--- src/sv/soa_pkg.sv ---
// soa_pkg: shared types and constants for the slot owner allocator
// used by soa_ctrl, soa_dp and slot_owner_allocator; no dependencies
package soa_pkg;

  // fixed field widths of the item and result
  localparam int OPCODE_W = 3;
  localparam int SLOT_W   = 9;
  localparam int OWNER_W  = 16;
  localparam int STATUS_W = 3;

  // occupancy bitmap row geometry
  localparam int ROW_W = 16;
  localparam int COL_W = 4;

  typedef enum logic [OPCODE_W-1:0] {
    OP_TAKE_FIRST = 3'd0,
    OP_TAKE_NAMED = 3'd1,
    OP_RELEASE    = 3'd2,
    OP_READ       = 3'd3,
    OP_GROUP      = 3'd4,
    OP_CLEAR      = 3'd5
  } opcode_t;

  typedef enum logic [STATUS_W-1:0] {
    STS_OK        = 3'd0,
    STS_BAD       = 3'd1,
    STS_BUSY      = 3'd2,
    STS_FREE      = 3'd3,
    STS_GROUP_BIG = 3'd4
  } status_t;

  // controller to datapath commands
  typedef struct packed {
    logic load;   // capture the accepted item
    logic look;   // row search and owner memory read
    logic exec;   // decide, update table, load result register
  } soa_cmd_t;

endpackage

--- src/sv/soa_ctrl.sv ---
// soa_ctrl: sequencer for one item at a time through look and exec steps
// depends on soa_pkg for the command struct
module soa_ctrl (
  input  logic              clk,
  input  logic              rst,
  input  logic              in_valid,
  output logic              in_ready,
  output logic              out_valid,
  input  logic              out_ready,
  output soa_pkg::soa_cmd_t cmd
);
  import soa_pkg::*;

  typedef enum logic [1:0] {
    S_IDLE,
    S_LOOK,
    S_EXEC
  } state_t;

  state_t state;
  state_t state_next;
  logic   out_free;

  // result register may be refilled when empty or being taken
  assign out_free = !out_valid || out_ready;

  always_comb begin
    in_ready   = (state == S_IDLE) || ((state == S_EXEC) && out_free);
    cmd.load   = in_valid && in_ready;
    cmd.look   = (state == S_LOOK);
    cmd.exec   = (state == S_EXEC) && out_free;
    state_next = state;
    case (state)
      S_IDLE: begin
        if (cmd.load) state_next = S_LOOK;
      end
      S_LOOK: begin
        state_next = S_EXEC;
      end
      S_EXEC: begin
        if (out_free) state_next = cmd.load ? S_LOOK : S_IDLE;
      end
      default: begin
        state_next = S_IDLE;
      end
    endcase
  end

  // state and result valid flag
  always_ff @(posedge clk) begin
    if (rst) begin
      state     <= S_IDLE;
      out_valid <= 1'b0;
    end else begin
      state <= state_next;
      if (cmd.exec) begin
        out_valid <= 1'b1;
      end else if (out_ready) begin
        out_valid <= 1'b0;
      end
    end
  end

`ifndef SYNTH
  a_load_to_look: assert property (@(posedge clk) disable iff (rst)
    cmd.load |=> (state == S_LOOK))
    else $error("accepted item did not move to look step");
  a_exec_sets_valid: assert property (@(posedge clk) disable iff (rst)
    cmd.exec |=> out_valid)
    else $error("finished item left no result");
  a_no_overwrite: assert property (@(posedge clk) disable iff (rst)
    (out_valid && !out_ready) |-> !cmd.exec)
    else $error("result register overwritten while stalled");
`endif

endmodule

--- config.mk ---
export PLATFORM = sky130hd
export DESIGN_NAME = soa_ctrl
export DESIGN_NICKNAME = d
export VERILOG_FILES = /design/src/sv/soa_pkg.sv /design/src/sv/soa_ctrl.sv
export SDC_FILE = /design/constraint.sdc
export NUM_CORES = 1
export LEC_CHECK = 0
export ABC_AREA = 0
export BUFFER_PORTS_ARGS = -buffer_cell sky130_fd_sc_hd__buf_2
export CAP_MARGIN = 25
export CORE_AREA = 2 2 39 41
export DETAILED_ROUTE_END_ITERATION = 10
export DIE_AREA = 0 0 41 43
export GPL_TIMING_DRIVEN = 0
export RECOVER_POWER = 100
export SLEW_MARGIN = 20
export SYNTH_ARGS = -nofsm -noshare
export SYNTH_HDL_FRONTEND = slang
export SYNTH_SLANG_ARGS = --single-unit
--- constraint.sdc ---
create_clock -name clk -period 1.35 [get_ports clk]
set_clock_uncertainty 0.15 [all_clocks]
set_input_delay 0.27 -clock clk [delete_from_list [all_inputs] [get_ports clk]]
set_output_delay 0.27 -clock clk [all_outputs]
set_load 0.03 [all_outputs]
==> impl_results.md <==
- Power per cell area: 920 mW/mm2
- Synth Instances: 15
- Crit path kind: reg2out
- Fillers: 154
- Slew @ Worst Pin: 171 ps
- Yosys top cell area share: 38.4%
- Routed vias: 188
- Worst endpoint data arrival time: 1130 ps
- Critical Path Sink Type: primary output
- Num ports: 9
- DRC viols: 0
- Std-Cell Core Area: 0.00138 mm2
- Syn nets: 19
- Die area: 0.00176 mm2
- Clock tree buffer depth: 2
- Buf+Inv Stages, Crit Path: 1
- Pwr Total: 335 uW
- Initial antenna violation count: 0
- Worst vdd ir: between 0.3 and 0.4 mV
- Global route overflow: 0
- Most frequent cells in the layout: buf_6, buf_4, clkbuf_4, buf_2
- R2R Setup Slk: 130 ps
- Run status: complete, but fails checks
- Clk_lat worst skew: 240 ps
- Largest net degree at the start of global routing: 6
- FP Rows: 14
- H-tree Lvls: 1
- Count of cell types in the netlist: 12
- Die height: 43 um
- Initial DRC Count: 0
- Area leader, netlist: dfxtp_1
- Clock sink count: 3
- Critical Path RT: just over 900 ps
- Global-route wire length before repair: 821 um
- Avg Cell Area, Syn: 10.4 um2
- HP Class: in2reg
- Overall Global Routing Usage: ~7.7%
- GP Congestion: 0.594
- Worst stage delay on the critical path: between 300 and 400 ps
- Worst hold margin: between 80 and 90 ps
- Port bufs: 8
- CTS Buf Count: 3
- Worst slew margin: 88.6%
- Synth Cell Area: roughly 160 um2
- Critical path cell sequence: and3b_2 -> nor3b_4 -> buf_6
- Layout cell share with drive strength beyond 1: 87.9%
- Worst-path clk slew: 40 ps
- Post-route ant nets: 0
- Failing checks: setup timing
- Final Max Slew Viols: 0
- Minimum clock period: 1550 ps
- F_max: about 650 MHz
- Layout Utilization: between 20% and 30%
- Area grow syn2layout: 133%
- TritonRoute pass-1 iters: 1
- Wire per inst: approximately 10 um
- Design area: about 360 um2
- Fin. Hold Viols: 0
- Root Driver: clkbuf_4
- Starting density of the core: 11.3%
- Vias/cell: 3.84
- Yosys warnings: 0
- CP max FO: 3
- Top Family by Delay on Critical Path: simple AND/OR/NAND/NOR gates
- Register area share after synthesis: a little under two fifths
- RSZ-0062 raised after global routing: yes
- Final Setup Violations: 4
- CP max stage cell: dfxtp_4
- Dpl cell area: 238 um2
- Die span in x: ~41 um
- Crit start category: register
- Fin nets: 38
- CTS Hold Buffers Added: 0
- Final period util: 115%
- Max-cap violations: 0
- Top cells by area in the synthesized netlist: dfxtp_1, nor4b_2, and4bb_1
- Routed Wire Length: 482 um
- Synth Register Bits: 3
- CTS tree: built
- Vias in the first global route: slightly below 200
- LEAKAGE: 0.000184 uW
- Min setup slack post-route: -197 ps
- Diode count: 0
==> path summary, 6_finish.rpt <==
kind,from,endpoint,depth (start not counted)
min reg2reg,state[0],state[0],2
max,out_valid,cmd[2],3
min,rst,out_valid,2
max reg2reg,state[1],state[1],4
==> cell usage after synthesis (all sizes together) <==
cell and number:
nor2b 1, dfxtp 3, o21ba 1, nand2b 2
nor2 1, and2b 1, nor3b 1, and4bb 1
and3b 1, buf 1, nor4b 1, a21oi 1
==> final cells by class <==
| cell class | instances | area (um2) | area share (%) |
|---|---|---|---|
| clock buffers | 4 | 26.3 | 7.22 |
| well taps | 16 | 20.0 | 5.50 |
| multi-input cells | 11 | 128 | 35.1 |
| repair buffers | 15 | 121 | 33.3 |
| flip-flops and latches | 3 | 68.8 | 18.9 |
==> worst reg2reg max path, delay by kind of cell, from the launching register on <==
| kind | cells | cell delay, ps |
|---|---|---|
| compound gates | 1 | 170 |
| buf+inv | 2 | 260 |
| flops | 1 | 320 |
| simple gates | 1 | 220 |
==> cell families after synthesis <==
family | synth area share, %
buffers and inverters | 4.80
AOI/OAI and AO/OA | 9.60
DFF | 38.4
and+or+nand+nor | 47.2
==> what timing repair did <==
| item | in CTS | in global routing |
|---|---|---|
| setup endpoints to repair | 4 | 4 |
| setup buffers | 6 | 1 |
| pin swaps | 3 | 1 |
| resized for setup | 15 | 1 |
==> through the flow <==
step | cells | setup slack, ps | TNS (ps)
final | 49 | -197 | -554
after global routing | 49 | -247 | -711
after CTS | 48 | -203 | -561
after detailed placement | 39 | -82.3 | -82.3
after global placement | 39 | -67.0 | -67.0
after floorplan | 15 | -55.0 | -55.0
==> per-layer routing <==
layer | GRT usage (%) | routed length (um)
met1 | 7.99 | 196
met2 | 9.69 | 225
met3 | 6.28 | 60
met4 | 6.00 | 0
met5 | 0 | 0
==> registers in the layout (all words and copies together), names as in the netlist <==
signal	cells
state	2
out_valid	1
==> report_power, final <==
part / switching [uW] / total [uW] / leakage, uW / internal (uW)
logic: 33.1 / 75.5 / 0.000143 / 42.4
registers: 3.95 / 95.2 / 0.0000264 / 91.3
clock network: 53.1 / 164 / 0.0000150 / 111
total: 90.2 / 335 / 0.000184 / 245
(Power assumes the default switching activity.)
